===== config.mk =====
export PLATFORM = sky130hd
export DESIGN_NAME = lcp_cell
export DESIGN_NICKNAME = d
export VERILOG_FILES = /design/src/rtl/core/lcp_pkg.sv /design/src/rtl/core/lcp_cell.sv
export SDC_FILE = /design/constraint.sdc
export NUM_CORES = 1
export LEC_CHECK = 0
export ABC_AREA = 1
export BUFFER_PORTS_ARGS = -buffer_cell sky130_fd_sc_hd__buf_4
export CELL_PAD_IN_SITES_DETAIL_PLACEMENT = 1
export CELL_PAD_IN_SITES_GLOBAL_PLACEMENT = 1
export CORE_ASPECT_RATIO = 1.4
export CORE_MARGIN = 8
export CORE_UTILIZATION = 32
export DETAILED_ROUTE_END_ITERATION = 16
export PLACE_DENSITY = 0.94
export SYNTH_ARGS = -nofsm -noshare
export SYNTH_HDL_FRONTEND = slang
export SYNTH_SLANG_ARGS = --single-unit

===== constraint.sdc =====
create_clock -name aclk -period 5.91 [get_ports aclk]
set_input_delay 0.8865 -clock aclk [delete_from_list [all_inputs] [get_ports aclk]]
set_output_delay 0.8865 -clock aclk [all_outputs]
set_load 0.01 [all_outputs]

===== src/rtl/core/lcp_pkg.sv =====
`timescale 1ns / 1ps
// Shared constants, types and control structures for the LRU directory.
// Used by lcp_cell, lcp_match_tree and lru_cache_with_prefetch_top.
package lcp_pkg;

    // Directory size and key width.
    localparam int MAX_ENTRIES = 64;
    localparam int KEY_BITS    = 32;

    // Derived widths.
    localparam int IDX_W = $clog2(MAX_ENTRIES);
    localparam int OCC_W = $clog2(MAX_ENTRIES + 1);
    localparam int CAP_W = 7;
    localparam int CMP_W = (CAP_W > OCC_W) ? CAP_W : OCC_W;
    localparam int CNT_W = 32;

    // Capacity after reset, limited to the directory size.
    localparam int CAP_RESET = (64 > MAX_ENTRIES) ? MAX_ENTRIES : 64;

    // Command field.
    localparam int CMD_W = 2;
    localparam logic [CMD_W-1:0] CMD_FETCH    = 2'd0;
    localparam logic [CMD_W-1:0] CMD_PREFETCH = 2'd1;
    localparam logic [CMD_W-1:0] CMD_PROBE    = 2'd2;

    // Stream widths, padded to whole bytes.
    localparam int IN_RAW_W  = CMD_W + KEY_BITS;
    localparam int IN_W      = ((IN_RAW_W + 7) / 8) * 8;
    localparam int OUT_RAW_W = 3 + KEY_BITS + 1 + 3 * CNT_W;
    localparam int OUT_W     = ((OUT_RAW_W + 7) / 8) * 8;

    // Update performed by the row of cells.
    typedef enum logic [2:0] {
        OP_HOLD,
        OP_CLEAR,
        OP_FETCH_HIT,
        OP_FETCH_INS,
        OP_FETCH_EVICT,
        OP_PRE_INS,
        OP_PRE_EVICT
    } cell_op_t;

    // Control broadcast to every cell.
    typedef struct packed {
        cell_op_t            op;
        logic [IDX_W-1:0]    hit_idx;
        logic [IDX_W-1:0]    last_idx;
        logic [OCC_W-1:0]    occ;
        logic [KEY_BITS-1:0] key;
    } cell_ctrl_t;

endpackage


===== src/rtl/core/lcp_cell.sv =====
`timescale 1ns / 1ps
// One directory cell: holds the key at one recency position and shifts
// to or from its neighbors. Depends on lcp_pkg.
module lcp_cell (
    input  logic                           aclk,
    input  logic                           aresetn,
    input  logic [lcp_pkg::IDX_W-1:0]      idx,
    input  logic [lcp_pkg::KEY_BITS-1:0]   lookup_key,
    input  lcp_pkg::cell_ctrl_t            ctrl,
    input  logic [lcp_pkg::KEY_BITS-1:0]   up_key,
    input  logic [lcp_pkg::KEY_BITS-1:0]   dn_key,
    input  logic                           dn_valid,
    output logic [lcp_pkg::KEY_BITS-1:0]   key,
    output logic                           valid,
    output logic                           match
);

    logic [lcp_pkg::KEY_BITS-1:0] key_reg;
    logic [lcp_pkg::KEY_BITS-1:0] key_next;
    logic                         valid_reg;
    logic                         valid_next;

    // Membership compare for the lookup cycle.
    assign match = valid_reg && (key_reg == lookup_key);
    assign key   = key_reg;
    assign valid = valid_reg;

    // Position 0 is the least recent entry; occupied positions are contiguous.
    always_comb begin
        key_next   = key_reg;
        valid_next = valid_reg;
        case (ctrl.op)
            lcp_pkg::OP_CLEAR: begin
                valid_next = 1'b0;
            end
            lcp_pkg::OP_FETCH_HIT: begin
                if (idx == ctrl.last_idx) begin
                    key_next = ctrl.key;
                end else if (idx >= ctrl.hit_idx && idx < ctrl.last_idx) begin
                    key_next = up_key;
                end
            end
            lcp_pkg::OP_FETCH_INS: begin
                if (lcp_pkg::OCC_W'(idx) == ctrl.occ) begin
                    key_next   = ctrl.key;
                    valid_next = 1'b1;
                end
            end
            lcp_pkg::OP_FETCH_EVICT: begin
                if (idx == ctrl.last_idx) begin
                    key_next = ctrl.key;
                end else if (idx < ctrl.last_idx) begin
                    key_next = up_key;
                end
            end
            lcp_pkg::OP_PRE_INS: begin
                if (idx == '0) begin
                    key_next   = ctrl.key;
                    valid_next = 1'b1;
                end else begin
                    key_next   = dn_key;
                    valid_next = dn_valid;
                end
            end
            lcp_pkg::OP_PRE_EVICT: begin
                if (idx == '0) begin
                    key_next = ctrl.key;
                end
            end
            default: begin
                key_next   = key_reg;
                valid_next = valid_reg;
            end
        endcase
    end

    // Key storage needs no reset; the valid bit does.
    always_ff @(posedge aclk) begin
        key_reg <= key_next;
        if (!aresetn) begin
            valid_reg <= 1'b0;
        end else begin
            valid_reg <= valid_next;
        end
    end

endmodule


* After elaboration in Yosys (flattened, before gate mapping) *
Cells that the tools add are included.
W data, S select, Z words.

word-level totals
  register bits after elaboration = 33
  latch bits = 0
  bits in writable memories = 0
  memory bits (read-only) = 0
  bits of input ports = 159
  output and inout port bits = 34
  memories kept = 0

operators by class
  add/subtract/negate cells = 0
  multiply operators = 0
  div/mod/pow operators = 0
  magnitude comparators = 2
  eq/ne operators = 13
  shifts and indexed selects = 0
  muxes and demuxes = 11
  bitwise gates (word level) = 0
  reductions and logical operators = 7

operators with widths
  kind                  number
  $mux W32              7
  $pmux W32 S5          1
  $eq A32 B32 Y1        1
  $eq A3 B3 Y1 const B  3
  $eq A6 B7 Y1          1
  $eq A3 B2 Y1 const B  2
  $eq A6 B6 Y1          1
  $ge A6 B6 Y1          1
  $logic_not A6 Y1      1
  $lt A6 B6 Y1          1
  $ne A3 B3 Y1 const B  2
  $reduce_and A5 Y1     1
  $reduce_bool A5 Y1    1
  $ne A2 B2 Y1 const B  2
  $eq A3 B1 Y1 const B  1
  $pmux W1 S3           1
  $reduce_bool A3 Y1    1
  $logic_and A1 B1 Y1   2
  $mux W1               2
  $reduce_and A2 Y1     1

* Logic depth before layout (Yosys ltp) *
Gate-level depths: netlist of the first run.

  word-level depth = 5
  mapped depth = 9
  depth with buffers taken out = 9

* Worst setup path before layout of the first run *
OpenSTA, ideal clock, no wires.

  path kind = input port to flip-flop
  start = input port ctrl[44] (netlist name)
  end = register key_reg (netlist bit key[0]), enable pin
  setup time = 0.421 ns
  arrival = 3.257 ns
  slack = 2.232 ns
  cell stages on the path = 8
  path buffers = 2
  cells stage by stage = inv_1 ha_1 nand2_1 nor3_1 buf_2 buf_2 a21oi_1 nor2_1

between the ends
  longest elaborated chain between the ends = 4

ends and longest elaborated chain
  item                                    line                            RTL
  start: declaration                      lcp_cell.sv:9                   input lcp_pkg::cell_ctrl_t ctrl,
  $lt A6 B6 Y1                            lcp_cell.sv:39, lcp_cell.sv:52
  $logic_and A1 B1 Y1                     lcp_cell.sv:39                  end else if (idx >= ctrl.hit_idx && idx < ctrl.last_idx) begin
  $ne A3 B3 Y1 (no source line)           -
  $reduce_and A5 Y1 (no source line) (*)  -
  end signal: assignment                  lcp_cell.sv:79                  key_reg <= key_next;
  end: declaration                        lcp_cell.sv:18                  logic [lcp_pkg::KEY_BITS-1:0] key_reg;

Mark *: on every way between the ends. The rest lies on a longest branch, timed or not.
A chain may end at the register's enable or synchronous reset.

* Final worst setup path of the first run *
  start = input port idx[5] (netlist name)
  end = register key_reg (netlist bit key[25]), enable pin

between the ends
  longest elaborated chain between the ends = 4

ends and longest elaborated chain
  item                                                 line                            RTL
  start: declaration                                   lcp_cell.sv:7                   input logic [lcp_pkg::IDX_W-1:0] idx,
  $ge A6 B6 Y1 / $lt A6 B6 Y1 (equally long branches)  lcp_cell.sv:39, lcp_cell.sv:52
  $logic_and A1 B1 Y1                                  lcp_cell.sv:39
  $ne A3 B3 Y1 (no source line)                        -
  $reduce_and A5 Y1 (no source line) (*)               -

Marks and branches as above.

==> results.yml, run 1 <==
timing:
  slew_headroom_pct: 39.9
  maxSlewViolCount: 0
  worst_pin_slew_ns: 0.899
  setup-tns-final_ns: 0
  worst_slack_ns: 2.78
  fmax_ghz: 0.319
  hold_violations: 0
  rsz0062_at_grt: "false"
  fin_crit_sh_pct: 53.0
  skew_ns: 0
  period_needed_ns: 3.13
  setup_violations: 0
outcome:
  status: "finished, final reports clean"
clock_tree:
  cts_buffers: 5
  worstSkewPairLatency_ns: 0.27
  root_buffer: "clkbuf_16"
  clockBufferDepth: 2
  cts.reportedPaths.clkPinSlew_ns: 0.05
  cts_setup_buffers: 0
  cts_hold_buffers: 0
  ctsHtreeMaxLevel: 2
  cts_sinks: 33
  postCtsResizedCells: 0
  cts_tree: "done"
routing:
  dr.first_iter.drc_count: 116
  dr.pass1.iters: 4
  vias: 3645
  vias_per_cell: 4.90
  ant_nets: 0
  drc: 0
  wl_per_cell_um: 18.0
  totalWireLength_um: 13400
synth:
  yosysTopAreaCellShare_pct: 30.6
  yosys-top-cells-area: "edfxtp_1, nand2_1, o211ai_2"
  avgSynthCellArea_sq_um: 7.44
  syn_inst: 422
  synthesis.nets: 593
  yosysSeqAreaShare_pct: 31.2
  yosysWarnings: 0
  synth.largest_area_cell: "edfxtp_1"
  ys_ff_latch: 33
  synthesis.area_sq_um: 3140
  yosysUniqueCellTypes: 26
placed_design:
  place_ws_ns: 2.40
  gp_congestion: 0.845
  port_buffers: 192
  place_hpwl_um: 11400
floorplanning:
  die_area_sq_um: 13300
  initial_utilization_pct: 32.2
  die_w_um: 99.7
  rows: 43
  dieHeight_um: 133
  ioPinCount: 193
  core-area_sq_um: 9740
critical_path:
  arrival_ns: 3.03
  cp_max_fo: 65
  cp.required_ns: 5.81
  rr_startpoint: "valid"
  reg2reg_slack_ns: 5.22
  path_class: "in -> reg"
  r2r-end: "valid"
  end_kind: "flop"
  start_kind: "primary input"
  r2r_cells: 4
layout:
  drive_above_1_share_pct: 39.7
  layout.nets: 779
  multi_input_area_sq_um: 1750
  nFillCells: 1225
  synthToLayoutAreaGrowth_pct: 53.8
  n_antenna_cell: 0
  seqCellArea_sq_um: 981
  largest_reg_flops: 32
hold_path:
  whs_endpoint: "valid"
  hp-class: "reg -> reg"
  worstHoldPathCells: 4
  worstHoldStart: "valid"
power:
  p_total_w: 0.000939
  intPower_w: 0.000642
  ir_drop_v: 0.000100
  cellLeakagePower_nw: 2.45
  p_sw_w: 0.000297
  p_per_area_nw_per_um2: 194
  p_sw_share_pct: 31.6
  p_clk_share_pct: 26.0
  comb_power_share_pct: 37.4
  seqPwrFrac_pct: 36.6
global_route:
  overflow: 0
  grt_pass1_vias: 4091
  grt_max_degree: 66
  antenna_found_initial: 0
  grt_use_total_pct: 19.8
  grt_pass1_wl_um: 20800
flow_run:
  max_cap_viol_count: 0
cells in the final DEF, fill, tap and decap left out, types with 4 or more instances in the layout:
| cell type | count |
|---|---|
| a21oi_1 | 4 |
| buf_4 | 195 |
| clkbuf_16 | 5 |
| edfxtp_1 | 32 |
| ha_1 | 12 |
| inv_1 | 83 |
| nand2_1 | 123 |
| nand3_1 | 13 |
| nor2_1 | 27 |
| o211ai_1 | 34 |
| o211ai_2 | 30 |
| o21ai_0 | 8 |
| o22ai_1 | 5 |
| xor2_1 | 11 |
layer usage:
metal	part of all wire (%)	vias to the layer above	global-route usage [%]
li1	-	1772	-
met5	0	-	0
met4	2.9	0	7.85
met1	35	1698	18.9
met3	8.6	26	6.37
met2	54	149	37.5
through the flow:
step	util, %	hold slack, ns	cell area (sq um)	std cells
final	49.6	0.617	4830	744
after global routing	49.6	0.662	4830	744
after CTS	49.6	0.625	4830	744
after detailed placement	48.2	0.615	4690	736
after global placement	48.2	0.609	4690	736
after floorplan	-	0.580	3140	422
critical path: stages:
cell	delay, ns
buf_4	0.13
ha_1	0.29
nand2_1	0.11
nor3_2	0.18
buf_4	0.52
a21oi_1	0.17
nor2_4	0.72
worst max path at each step:
| stage | startpoint | endpoint | slack, ns |
|---|---|---|---|
| 2_1_floorplan | ctrl[44] | key[0] | 2.23 |
| 3_3_place_gp | idx[5] | key[11] | 2.52 |
| 3_5_place_dp | idx[5] | key[11] | 2.40 |
| 4_1_cts | idx[5] | key[17] | 2.69 |
| 5_1_grt | idx[5] | key[12] | 2.56 |
| 6_report | idx[5] | key[25] | 2.78 |
synthesized netlist by cell type:
cell / number
a21oi_1: 4
buf_2: 10
buf_4: 2
buf_6: 3
clkbuf_1: 1
dfxtp_1: 1
edfxtp_1: 32
ha_1: 12
inv_1: 83
inv_2: 3
nand2_1: 123
nand3_1: 13
nand4_1: 3
nor2_1: 28
nor2_2: 2
nor3_1: 4
o2111ai_1: 2
o211ai_1: 34
o211ai_2: 30
o21ai_0: 8
o21ai_2: 2
o21bai_1: 2
o22ai_1: 5
or2_2: 1
xnor2_1: 3
xor2_1: 11
final cells by class:
cell class,instances,share of cell area (%)
clock buffer,6,2.67
clock inverter,2,0.207
inverter,86,6.68
multi-input combinational,287,36.3
sequential,33,20.3
tap,135,3.50
timing repair buffer,195,30.3
power groups by stage:
stage | Clock [W] | Combinational, W | Sequential [W]
2_1_floorplan | 0 | 0.000140 | 0.000357
3_3_place_gp | 0 | 0.000341 | 0.000345
3_5_place_dp | 0 | 0.000355 | 0.000348
4_1_cts | 0.000252 | 0.000356 | 0.000344
5_1_grt | 0.000258 | 0.000385 | 0.000348
6_report | 0.000244 | 0.000351 | 0.000344
logic make-up after synthesis:
family / share of synthesized area [%]
buffers and inverters: 13.5
XOR/XNOR: 3.90
adder cells (fa/ha/maj): 4.78
AND/OR/NAND/NOR: 22.0
AO/OA/AOI/OAI: 24.6
flip-flops: 31.2
Power figures use the tool's default switching activity.
==> run 2, diff against run 1 <==
- CORE_UTILIZATION: 32 -> 29
- PLACE_DENSITY: 0.94 -> 0.86
- clock period: 5.91 -> 3.15 ns (I/O delays scaled with it)
==> results.yml, run 2 (synthesized netlist as in run 1, its figures left out) <==
outcome:
  status: "finished, final reports clean"
clock_tree:
  cts_setup_buffers: 0
  cts.reportedPaths.clkPinSlew_ns: 0.06
  cts_sinks: 33
  cts_buffers: 5
  clockBufferDepth: 2
  cts_hold_buffers: 0
  postCtsResizedCells: 0
  ctsHtreeMaxLevel: 2
  worstSkewPairLatency_ns: 0.27
  cts_tree: "done"
  root_buffer: "clkbuf_16"
layout:
  final_cell_mix: "buf_4, nand2_1, inv_1"
  instances_no_fill: 752
  largest_reg_flops: 32
  drive_above_1_share_pct: 40.1
  synthToLayoutAreaGrowth_pct: 55.0
  layout.nets: 781
  final_common_cell: "buf_4"
  n_antenna_cell: 0
critical_path:
  end_kind: "flop"
  start_kind: "primary input"
  cp_max_fo: 64
  path_class: "in -> reg"
  arrival_ns: 2.22
  cp.required_ns: 3.17
timing:
  setup_violations: 0
  maxSlewViolCount: 0
  slew_headroom_pct: 45.3
  fmax_ghz: 0.455
  hold_violations: 0
  skew_ns: 0
  fin_crit_sh_pct: 69.8
  period_needed_ns: 2.20
  setup-tns-final_ns: 0
  rsz0062_at_grt: "false"
  worst_pin_slew_ns: 0.820
floorplanning:
  ioPinCount: 193
  initial_utilization_pct: 29.4
  dieHeight_um: 139
  rows: 45
  die_w_um: 104
  die_area_sq_um: 14500
  core-area_sq_um: 10700
global_route:
  grt_pass1_wl_um: 21500
  grt_use_total_pct: 18.8
  grt_max_degree: 65
  antenna_found_initial: 0
  overflow: 0
  grt_pass1_vias: 4205
power:
  p_per_area_nw_per_um2: 365
  p_sw_w: 0.000569
  p_clk_share_pct: 26.0
  ir_drop_v: 0.000184
  intPower_w: 0.00121
  p_sw_share_pct: 32.0
  p_total_w: 0.00178
  seqPwrFrac_pct: 36.5
  cellLeakagePower_nw: 2.46
  comb_power_share_pct: 37.5
routing:
  ant_nets: 0
  dr.pass1.iters: 4
  drc: 0
  vias: 3650
  vias_per_cell: 4.85
  totalWireLength_um: 14000
  dr.first_iter.drc_count: 76
  wl_per_cell_um: 18.6
placed_design:
  gp_congestion: 0.862
  port_buffers: 192
  dp.cells: 744
  place_hpwl_um: 11900
flow_run:
  max_cap_viol_count: 0
hold_path:
  hp-class: "in -> reg"
-- run 2: cell count changes in the layout (fill, tap and decap cells not counted), sizes merged --
| cell | previous run | this run |
|---|---|---|
| buf | 195 | 197 |
| clkbuf | 6 | 5 |
| clkinvlp | 0 | 1 |
-- run 2: worst paths after layout --
kind	slack [ns]	from	cells past startpoint	end
setup reg to reg	2.45	valid	4	valid
hold / removal	0.45	aresetn	3	valid
hold reg to reg	0.63	valid	4	valid
setup / recovery	0.95	idx[0]	9	key[11]
-- run 2: cell type report --
cell class	instances	area, sq um
Fill cell	1382	5830
Multi-Input combinational cell	287	1750
Timing Repair Buffer	197	1490
Sequential cell	33	981
Inverter	86	323
Tap cell	141	176
Clock buffer	5	125
Clock inverter	3	17.5
-- run 2: critical path, cell delays in order --
cell and delay (ns):
buf_4 0.10, inv_1 0.06, ha_1 0.28, nand2_1 0.08
nor3_2 0.22, buf_4 0.55, nand2_1 0.14, o211ai_1 0.15
o211ai_2 0.11
-- run 2: power by group through the flow --
| stage | Sequential (W) | Combinational (W) | Clock [W] |
|---|---|---|---|
| 3_5_place_dp | 0.000659 | 0.000675 | 0 |
| 3_3_place_gp | 0.000656 | 0.000646 | 0 |
| 2_1_floorplan | 0.000670 | 0.000263 | 0 |
| 4_1_cts | 0.000651 | 0.000677 | 0.000475 |
| 5_1_grt | 0.000656 | 0.000728 | 0.000489 |
| 6_report | 0.000649 | 0.000668 | 0.000462 |
-- run 2: layer usage --
metal	share of wire, %	GRT usage, %
met1	34	17.3
met3	6.5	4.79
met4	2.7	7.19
met5	0	0
met2	57	37.6
-- run 2: stage by stage --
stage / util (%) / setup slack [ns] / area, sq um / hold WS (ns)
2_1_floorplan: - / 0.417 / 3140 / 0.580
3_3_place_gp: 44.2 / 0.776 / 4730 / 0.609
3_5_place_dp: 44.2 / 0.677 / 4730 / 0.620
4_1_cts: 45.5 / 0.962 / 4870 / 0.441
5_1_grt: 45.5 / 0.823 / 4870 / 0.454
6_report: 45.5 / 0.950 / 4870 / 0.447
