### src/rtl/core/lcp_pkg.sv
`timescale 1ns / 1ps
// Shared constants, types and control structures for the LRU directory.
// Used by lcp_cell, lcp_match_tree and lru_cache_with_prefetch_top.
package lcp_pkg;

    // Directory size and key width.
    localparam int MAX_ENTRIES = 64;
    localparam int KEY_BITS    = 32;

    // Derived widths.
    localparam int IDX_W = $clog2(MAX_ENTRIES);
    localparam int OCC_W = $clog2(MAX_ENTRIES + 1);
    localparam int CAP_W = 7;
    localparam int CMP_W = (CAP_W > OCC_W) ? CAP_W : OCC_W;
    localparam int CNT_W = 32;

    // Capacity after reset, limited to the directory size.
    localparam int CAP_RESET = (64 > MAX_ENTRIES) ? MAX_ENTRIES : 64;

    // Command field.
    localparam int CMD_W = 2;
    localparam logic [CMD_W-1:0] CMD_FETCH    = 2'd0;
    localparam logic [CMD_W-1:0] CMD_PREFETCH = 2'd1;
    localparam logic [CMD_W-1:0] CMD_PROBE    = 2'd2;

    // Stream widths, padded to whole bytes.
    localparam int IN_RAW_W  = CMD_W + KEY_BITS;
    localparam int IN_W      = ((IN_RAW_W + 7) / 8) * 8;
    localparam int OUT_RAW_W = 3 + KEY_BITS + 1 + 3 * CNT_W;
    localparam int OUT_W     = ((OUT_RAW_W + 7) / 8) * 8;

    // Update performed by the row of cells.
    typedef enum logic [2:0] {
        OP_HOLD,
        OP_CLEAR,
        OP_FETCH_HIT,
        OP_FETCH_INS,
        OP_FETCH_EVICT,
        OP_PRE_INS,
        OP_PRE_EVICT
    } cell_op_t;

    // Control broadcast to every cell.
    typedef struct packed {
        cell_op_t            op;
        logic [IDX_W-1:0]    hit_idx;
        logic [IDX_W-1:0]    last_idx;
        logic [OCC_W-1:0]    occ;
        logic [KEY_BITS-1:0] key;
    } cell_ctrl_t;

endpackage

### src/rtl/core/lcp_match_tree.sv
`timescale 1ns / 1ps
// Reduces the per-cell match flags to a hit flag and the position of the
// matching cell. Depends on lcp_pkg.
module lcp_match_tree (
    input  logic [lcp_pkg::MAX_ENTRIES-1:0] match,
    output logic                            hit,
    output logic [lcp_pkg::IDX_W-1:0]       hit_idx
);

    // Keys in the directory are distinct, so at most one flag is set and an
    // OR of the masked positions gives its index.
    always_comb begin
        hit_idx = '0;
        for (int j = 0; j < lcp_pkg::MAX_ENTRIES; j++) begin
            hit_idx = hit_idx | (match[j] ? lcp_pkg::IDX_W'(j) : '0);
        end
    end

    assign hit = |match;

endmodule

### config.mk
export PLATFORM = sky130hd
export DESIGN_NAME = lcp_match_tree
export DESIGN_NICKNAME = d
export VERILOG_FILES = /design/src/rtl/core/lcp_pkg.sv /design/src/rtl/core/lcp_match_tree.sv
export SDC_FILE = /design/constraint.sdc
export NUM_CORES = 1
export LEC_CHECK = 0
export ABC_AREA = 1
export BUFFER_PORTS_ARGS = -buffer_cell sky130_fd_sc_hd__buf_2
export CORE_MARGIN = 8
export CORE_UTILIZATION = 35
export DETAILED_ROUTE_END_ITERATION = 10
export PLACE_DENSITY = 0.91
export SLEW_MARGIN = 20
export SYNTH_ARGS = -nofsm -noshare
export SYNTH_HDL_FRONTEND = slang
export SYNTH_SLANG_ARGS = --single-unit
### constraint.sdc
create_clock -name vclk -period 2.2
set_input_delay 0.55 -clock vclk [all_inputs]
set_output_delay 0.55 -clock vclk [all_outputs]
set_load 0.01 [all_outputs]
; Word-level counts from Yosys, hierarchy flattened
; Index checks and enable logic that the tools add are counted.
[op_classes]
muxes = 63
n_bitwise = 62
n_reduce_logical = 1
[ops]
columns = operator, count
row1 = $mux W6, 32
row2 = $or A6 B6 Y6, 31
row3 = $mux W5, 16
row4 = $or A5 B5 Y5, 15
row5 = $reduce_or A64 Y1, 1
row6 = $mux W4, 8
row7 = $or A4 B4 Y4, 7
row8 = $mux W3, 4
row9 = $or A3 B3 Y3, 3
row10 = $or A5 B6 Y6, 1
row11 = $or A4 B5 Y5, 1
row12 = $mux W2, 2
row13 = $or A3 B4 Y4, 1
row14 = $or A2 B3 Y3, 1
row15 = $or A1 B2 Y2, 1
row16 = $or A2 B2 Y2, 1
row17 = $mux W1, 1
[totals]
regBits = 0
input_bits = 64
output_inout_bits = 7
word_cells = 126

; Longest topological paths before layout
; Gate-level depths: netlist of the first run.
[logic_depth]
depth_word = 63
ltp_mapped = 6
ltp_nobuf = 6

; Worst setup path after synthesis of the first run
; OpenSTA, ideal clock, no wires.
[synth_path]
path_type = input -> output
startpoint = input port match[57] (netlist bit)
endpoint = output port hit
arrival_ns = 1.099
t_required_ns = 1.650
slack_ns = 0.551
cell_stages = 6
n_path_buf = 0
cell_sequence = nor2_1 nand2_2 nor2_4 nand2_1 nor2_2 nand2_1
[synth_between]
elab_chain_len = 1
[synth_rtl]
columns = element, line
row1 = start: declaration, lcp_match_tree.sv:5  ; input logic [lcp_pkg::MAX_ENTRIES-1:0] match,
row2 = $reduce_or A64 Y1, lcp_match_tree.sv:19  ; assign hit = |match;
row3 = end: declaration, lcp_match_tree.sv:6  ; output logic hit,
; No other way between the ends.

; Final worst setup path of the first run
[layout_path]
startpoint = input port match[46] (netlist bit)
endpoint = output port hit
; Same word-level chain as after synthesis.

==> results of run 1 <==
==> cell usage in the layout (no fill, tap or decap) <==
master / synthesis / routed
nand2_2: 2 / 2
nor3_1: 2 / 2
nand3b_1: 1 / 1
nand2_1: 27 / 27
nor2_1: 60 / 60
inv_2: 1 / 1
nor2_2: 7 / 7
nand3_1: 3 / 3
inv_1: 7 / 7
nor2_4: 1 / 1
nand4_1: 8 / 8
buf_2: 0 / 71
==> metal layers <==
metal | routed length (um) | track usage [%]
met5 | 0 | 0
met4 | 0 | 0
met3 | 240 | 1.928
met2 | 1107 | 27.03
met1 | 945 | 18.32
==> tightest hold or removal path, cell delays in order <==
cell     delay, ns
buf_2         0.09
nor2_1        0.03
nand2_1       0.05
nor2_1        0.04
nand3_1       0.06
buf_2         0.12
==> layout make-up <==
type                       count  area [sq um]  area share (%)
inverter                       8         30.03           3.409
multi-input combinational    111         476.7           54.12
timing repair buffer          71         355.3           40.34
tap                           15         18.77           2.131
==> worst paths after layout <==
check	from	endpoint	slack [ns]	depth (start not counted)
min	match[35]	hit_idx[0]	1.49	6
max	match[46]	hit	0.25	8
==> per-stage QoR <==
| step | area [sq um] | utilization (%) | power, mW | hold WS, ns |
|---|---|---|---|---|
| final | 880.8 | 66.04 | 0.1057 | 1.494 |
| after global routing | 880.8 | 66.04 | 0.1188 | 1.521 |
| after CTS | 880.8 | 66.04 | 0.1055 | 1.492 |
| after detailed placement | 880.8 | 66.04 | 0.1051 | 1.493 |
| after global placement | 880.8 | 66.04 | 0.1023 | 1.494 |
| after floorplan | 506.7 | - | 0.03488 | 1.297 |
==> power breakdown <==
| group | switching [mW] | internal, mW | leakage [nW] | total [mW] |
|---|---|---|---|---|
| clock network | 0 | 0 | 0 | 0 |
| registers | 0 | 0 | 0 | 0 |
| logic | 0.0504 | 0.0554 | 0.434 | 0.106 |
==> logic make-up after synthesis <==
group	after synthesis	synth area share, %
AND/OR/NAND/NOR	111	94.07
buffers and inverters	8	5.926
==> flow_summary.ini, run 1 <==
[worst_setup_path]
critical-path-top-delay-family = simple AND/OR/NAND/NOR gates
slowest_stage_cell_cp = nor2_2
critical_path_required_ns = 1.65
buffers_and_inverters_on_the_worst_path = 2
cp_max_fo = 3
critical_path_arrival_ns = 1.40
crit_path_start_kind = input port
crit_path_frequent_cell = nand2_1
critical-path-max-stage-delay_ns = 0.16
crit_chain = buf_2 -> nor2_2 -> nand2_1 -> nor2_1 -> nand2_1 -> nor2_2 -> nand2_1 -> buf_2
setup.worst_path.end_class = output pin
critical_path_class = in2out

[synthesis]
synth_fp_nets = 183
synthMostInstantiatedCell = nor2_1
synthCells = 119
synth_top_area_share_pct = 44.44
syn-cell-area_sq_um = 506.7
yosysTopAreaCell = nor2_1
synth_cell_type_count = 11
post_synth_top_cells = nor2_1 (60), nand2_1 (27), nand4_1 (8)
sequential_cell_area_fraction_in_the_yosys_report_pct = 0
synth.area.top_cells = nor2_1 (44%), nand2_1 (20%), nand4_1 (9.9%)
synth.yosys.warnings = 0
synth.avg_cell_area_sq_um = 4.258

[timing]
tightest_slew_ns = 0.1848
setup_tns_ns = 0
slew-limit-headroom_pct = 87.64
layout_worst_path_cycle_share_pct = 88.67
fmaxAchievable_mhz = 512.6
setup_ws_ns = 0.2493
rsz0062_at_grt = no
final_max_slew_viol_count = 0
final_hold_violation_count = 0
final_period_minus_worst_setup_slack_ns = 1.951
setup-violations-final = 0

[final_layout]
fill_cell_total_of_the_finished_layout = 133
count_of_non_filler_cells_in_the_finished_layout = 205
area.growth.synth_to_final_pct = 73.83
finalNetCount = 256
n_sequential_cell = 0
drive_gt1_share_pct = 43.16
nClkBuffers = 0
antenna-diode-count = 0
register_area_sq_um = 0

[clock_tree]
post_cts_resized = 0
hold_fix_buffers_cts = 0
post_cts_setup_buffers = 0

[grt]
via_count_of_the_first_global_routing_pass = 912
track_usage_pct = 14.56
grt_start_max_net_pins = 4
gr-total-overflow = 0
number_of_antenna_violations_at_the_first_check_in_global_routing = 0
global_route_wire_length_before_repair_um = 3477

[outcome]
status = completed

[place]
hpwlAfterDp_um = 2146
port_buffers = 71
placed_cells_incl_taps = 205
place_worst_setup_slack_ns = 0.2632
gpl.final_weighted_congestion = 0.8225

[detailed_routing]
drcViolationCount = 0
drtAntennaViolNets = 0
drt-vias-per-instance = 4.620
detail_route.wirelength_um = 2292
wl_per_cell_um = 11.18
initialDrtViolationCount = 18
firstDrtPassIters = 4
dr_total_vias = 947

[die]
die_boundary_width_um = 54.05
initial_core_utilization_pct = 37.99
boundaryPins = 71
floorplan.die_area_sq_um = 2921
core-area_sq_um = 1334
row_count = 13
floorplan.die.height_um = 54.05

[run]
drv_cap = 0

[power]
p_leak_nw = 0.4343
power_density_nw_per_um2 = 120.0
peakVddDrop_mv = 0.07249

[worst_hold_path]
min_path_type = in2out
(Power assumes the default switching activity.)
==> inputs of run 2 (changes only) <==
Settings changed: CORE_UTILIZATION 35 to 32, PLACE_DENSITY 0.91 to 0.84, REMOVE_ABC_BUFFERS from default to 1.
Clock period 2.2 ns to 2.19 ns, I/O delays scaled along.
==> run 2 against run 1 <==
Net effect:
- count of clock-buffer cells in the layout did not move
- wire length fell by 2.6%
- setup slack improved by 0.029 ns
- total power fell by 0.36%
- critical path depth did not move
- core utilization fell by 6.8 points
- hold slack got worse by 0.010 ns
- cell count rose by 0.49%
- critical path type unchanged
- largest power group unchanged
- highest routed layer unchanged
==> flow_summary.ini, run 2 (same netlist as run 1, synthesis figures left out) <==
[detailed_routing]
wl_per_cell_um = 10.83
firstDrtPassIters = 4
dr_total_vias = 951
drtAntennaViolNets = 0
drt-vias-per-instance = 4.617
detail_route.wirelength_um = 2232
initialDrtViolationCount = 16
drcViolationCount = 0

[place]
port_buffers = 71
gpl.final_weighted_congestion = 0.8302
placed_cells_incl_taps = 206
hpwlAfterDp_um = 2153
place_worst_setup_slack_ns = 0.2723

[clock_tree]
post_cts_resized = 0
post_cts_setup_buffers = 0
hold_fix_buffers_cts = 0

[timing]
rsz0062_at_grt = no
fmaxAchievable_mhz = 523.2
layout_worst_path_cycle_share_pct = 87.28
slew-limit-headroom_pct = 86.91
final_hold_violation_count = 0
setup_ws_ns = 0.2786
final_max_slew_viol_count = 0
tightest_slew_ns = 0.1956
setup-violations-final = 0
final_period_minus_worst_setup_slack_ns = 1.911
setup_tns_ns = 0

[power]
final_total_pwr_mw = 0.1054
power_density_nw_per_um2 = 119.4
peakVddDrop_mv = 0.06622
pwr-share-clk_pct = 0
switching_power_mw = 0.04974
p_leak_nw = 0.4343
cellInternalPower_mw = 0.05561
pwr-share-seq_pct = 0
power_frac_comb_pct = 100.0
p_sw_share_pct = 47.21

[die]
floorplan.die.height_um = 55.80
row_count = 14
boundaryPins = 71
die_boundary_width_um = 55.80
initial_core_utilization_pct = 34.03
floorplan.die_area_sq_um = 3113
core-area_sq_um = 1489

[final_layout]
register_area_sq_um = 0
nClkBuffers = 0
n_sequential_cell = 0
layout_commonest_cell = buf_2
antenna-diode-count = 0
area.growth.synth_to_final_pct = 74.07
finalNetCount = 256
mostFrequentLayoutCells = buf_2 (71), nor2_1 (60), nand2_1 (27), nand4_1 (8)
drive_gt1_share_pct = 43.16
count_of_non_filler_cells_in_the_finished_layout = 206
fill_cell_total_of_the_finished_layout = 165

[grt]
grt_start_max_net_pins = 4
track_usage_pct = 12.25
number_of_antenna_violations_at_the_first_check_in_global_routing = 0
via_count_of_the_first_global_routing_pass = 915
global_route_wire_length_before_repair_um = 3484
gr-total-overflow = 0

[run]
drv_cap = 0

[worst_setup_path]
critical-path-top-delay-family = simple AND/OR/NAND/NOR gates
critical-path-max-stage-delay_ns = 0.15
setup.worst_path.end_class = output pin
critical_path_required_ns = 1.64
critical_path_class = in2out
crit_path_start_kind = input port
crit_path_frequent_cell = nand2_1
crit_chain = buf_2 -> nor2_1 -> nand2_1 -> inv_1 -> nand2_1 -> nor3_1 -> nand2_1 -> buf_2
cp_max_fo = 3
critical_path_arrival_ns = 1.36
buffers_and_inverters_on_the_worst_path = 3
slowest_stage_cell_cp = nor3_1

[outcome]
status = completed

[worst_hold_path]
min_path_type = in2out
-- run 2: path summary, 6_finish.rpt --
path                  cells past startpoint  slack (ns)      start          to
worst max-delay path                      8        0.28  match[21]  hit_idx[2]
worst min-delay path                      6        1.48  match[30]  hit_idx[4]
-- run 2: metal layers --
metal	vias to the layer above	share of wire (%)	track usage, %
met3	0	9.0	3.425
met1	397	40	13.38
li1	517	-	-
met4	0	0	0
met2	37	51	23.72
met5	-	0	0
-- run 2: tightest hold or removal path, delay by kind of cell --
kind / cells / cell delay (ns)
AND/OR/NAND/NOR: 4 / 0.19
buffers and inverters: 2 / 0.20
-- run 2: power by group through the flow --
stage / clock network [mW] / logic [mW] / registers, mW
3_5_place_dp: 0 / 0.105 / 0
6_report: 0 / 0.105 / 0
2_1_floorplan: 0 / 0.0350 / 0
3_3_place_gp: 0 / 0.103 / 0
5_1_grt: 0 / 0.118 / 0
4_1_cts: 0 / 0.106 / 0
-- run 2: cell type report --
type	instances	area [sq um]	share of cell area, %
Multi-Input combinational cell	111	476.7	54.04
Timing Repair Buffer	71	355.3	40.28
Tap cell	16	20.02	2.270
Inverter	8	30.03	3.404
-- run 2: through the flow --
stage / hold WS (ns) / instance area (sq um) / util [%]
detailed placement: 1.490 / 882.1 / 59.24
CTS: 1.491 / 882.1 / 59.24
global placement: 1.480 / 882.1 / 59.24
finish: 1.483 / 882.1 / 59.24
floorplan: 1.292 / 506.7 / -
global route: 1.520 / 882.1 / 59.24
==> inputs of run 3 (changes only) <==
Settings changed: PLACE_DENSITY 0.84 to 0.9.
==> run 3 against run 2 <==
Net effect:
- sequential share of layout area unchanged
- hold slack improved by 0.0046 ns
- critical path depth unchanged
- combinational power hardly changed
- total power down 0.70%
- count of clock-buffer cells in the layout did not move
- core utilization stayed put
- cell count is the same
- wire length increased by 0.22%
- largest cell class unchanged
- largest power group unchanged
- highest routed layer is now met4
==> flow_summary.ini, run 3 (same netlist as run 1, synthesis figures left out) <==
[outcome]
status = completed

[die]
boundaryPins = 71
die_boundary_width_um = 55.80
floorplan.die.height_um = 55.80
row_count = 14
initial_core_utilization_pct = 34.03
floorplan.die_area_sq_um = 3113
core-area_sq_um = 1489

[worst_setup_path]
cp_max_fo = 2
critical-path-max-stage-delay_ns = 0.17
setup.worst_path.end_class = output pin
critical_path_class = in2out
slowest_stage_cell_cp = nor2_1
critical_path_arrival_ns = 1.39
buffers_and_inverters_on_the_worst_path = 2
crit_path_start_kind = input port
crit_chain = buf_2 -> nor2_1 -> nand2_2 -> nor2_1 -> nand2_1 -> nor2_2 -> nand2_1 -> buf_2
critical-path-top-delay-family = simple AND/OR/NAND/NOR gates
critical_path_required_ns = 1.64

[place]
placed_cells_incl_taps = 206
port_buffers = 71
gpl.final_weighted_congestion = 0.8110
hpwlAfterDp_um = 2134

[final_layout]
mostFrequentLayoutCells = buf_2 (71), nor2_1 (60), nand2_1 (27), nand4_1 (8)
register_area_sq_um = 0
n_sequential_cell = 0
layout_commonest_cell = buf_2
nClkBuffers = 0
finalNetCount = 256
area.growth.synth_to_final_pct = 74.07
antenna-diode-count = 0
drive_gt1_share_pct = 43.16
count_of_non_filler_cells_in_the_finished_layout = 206

[timing]
layout_worst_path_cycle_share_pct = 88.25
setup_tns_ns = 0
final_period_minus_worst_setup_slack_ns = 1.933
final_max_slew_viol_count = 0
rsz0062_at_grt = no
slew-limit-headroom_pct = 87.00
tightest_slew_ns = 0.1942
final_hold_violation_count = 0
fmaxAchievable_mhz = 517.4
setup-violations-final = 0

[detailed_routing]
drt-vias-per-instance = 4.602
drcViolationCount = 0
wl_per_cell_um = 10.86
drtAntennaViolNets = 0
firstDrtPassIters = 4
detail_route.wirelength_um = 2237
dr_total_vias = 948
initialDrtViolationCount = 12

[power]
final_total_pwr_mw = 0.1046
peakVddDrop_mv = 0.06242
power_density_nw_per_um2 = 118.6
p_leak_nw = 0.4343

[grt]
track_usage_pct = 12.34
grt_start_max_net_pins = 4
number_of_antenna_violations_at_the_first_check_in_global_routing = 0
gr-total-overflow = 0
global_route_wire_length_before_repair_um = 3484
via_count_of_the_first_global_routing_pass = 890

[clock_tree]
hold_fix_buffers_cts = 0
post_cts_resized = 0
post_cts_setup_buffers = 0

[run]
drv_cap = 0

[worst_hold_path]
min_path_type = in2out
run 3: cell counts in the layout (fill, tap and decap cells not counted):
No cell type changed its count.
run 3: final cells by class:
cell class	count	area (sq um)
Multi-Input combinational cell	111	476.7
Fill cell	176	606.8
Inverter	8	30.03
Timing Repair Buffer	71	355.3
Tap cell	16	20.02
run 3: path summary, 6_finish.rpt:
path,startpoint,to,slack [ns],cells after the start
worst min-delay path,match[46],hit_idx[1],1.49,6
worst max-delay path,match[42],hit,0.26,8
run 3: metal layers:
metal  part of all wire, %  vias up  track usage [%]
li1                      -      514                -
met1                    40      399            13.61
met2                    52       33            23.24
met3                   7.6        2            3.425
met4                  0.63        0            1.056
met5                     0        -                0
run 3: where the power goes:
group          switching [mW]  leakage [nW]  internal, mW
registers                   0             0             0
logic                  0.0490         0.434        0.0556
clock network               0             0             0
total                  0.0490         0.434        0.0556
run 3: metrics by stage:
stage                     util (%)  cell area, sq um  hold WS, ns  setup slack [ns]
after floorplan                  -             506.7        1.292            0.5460
after CTS                    59.24             882.1        1.489            0.2622
after detailed placement     59.24             882.1        1.489            0.2643
final                        59.24             882.1        1.488            0.2572
after global routing         59.24             882.1        1.523            0.1556
after global placement       59.24             882.1        1.480            0.2868
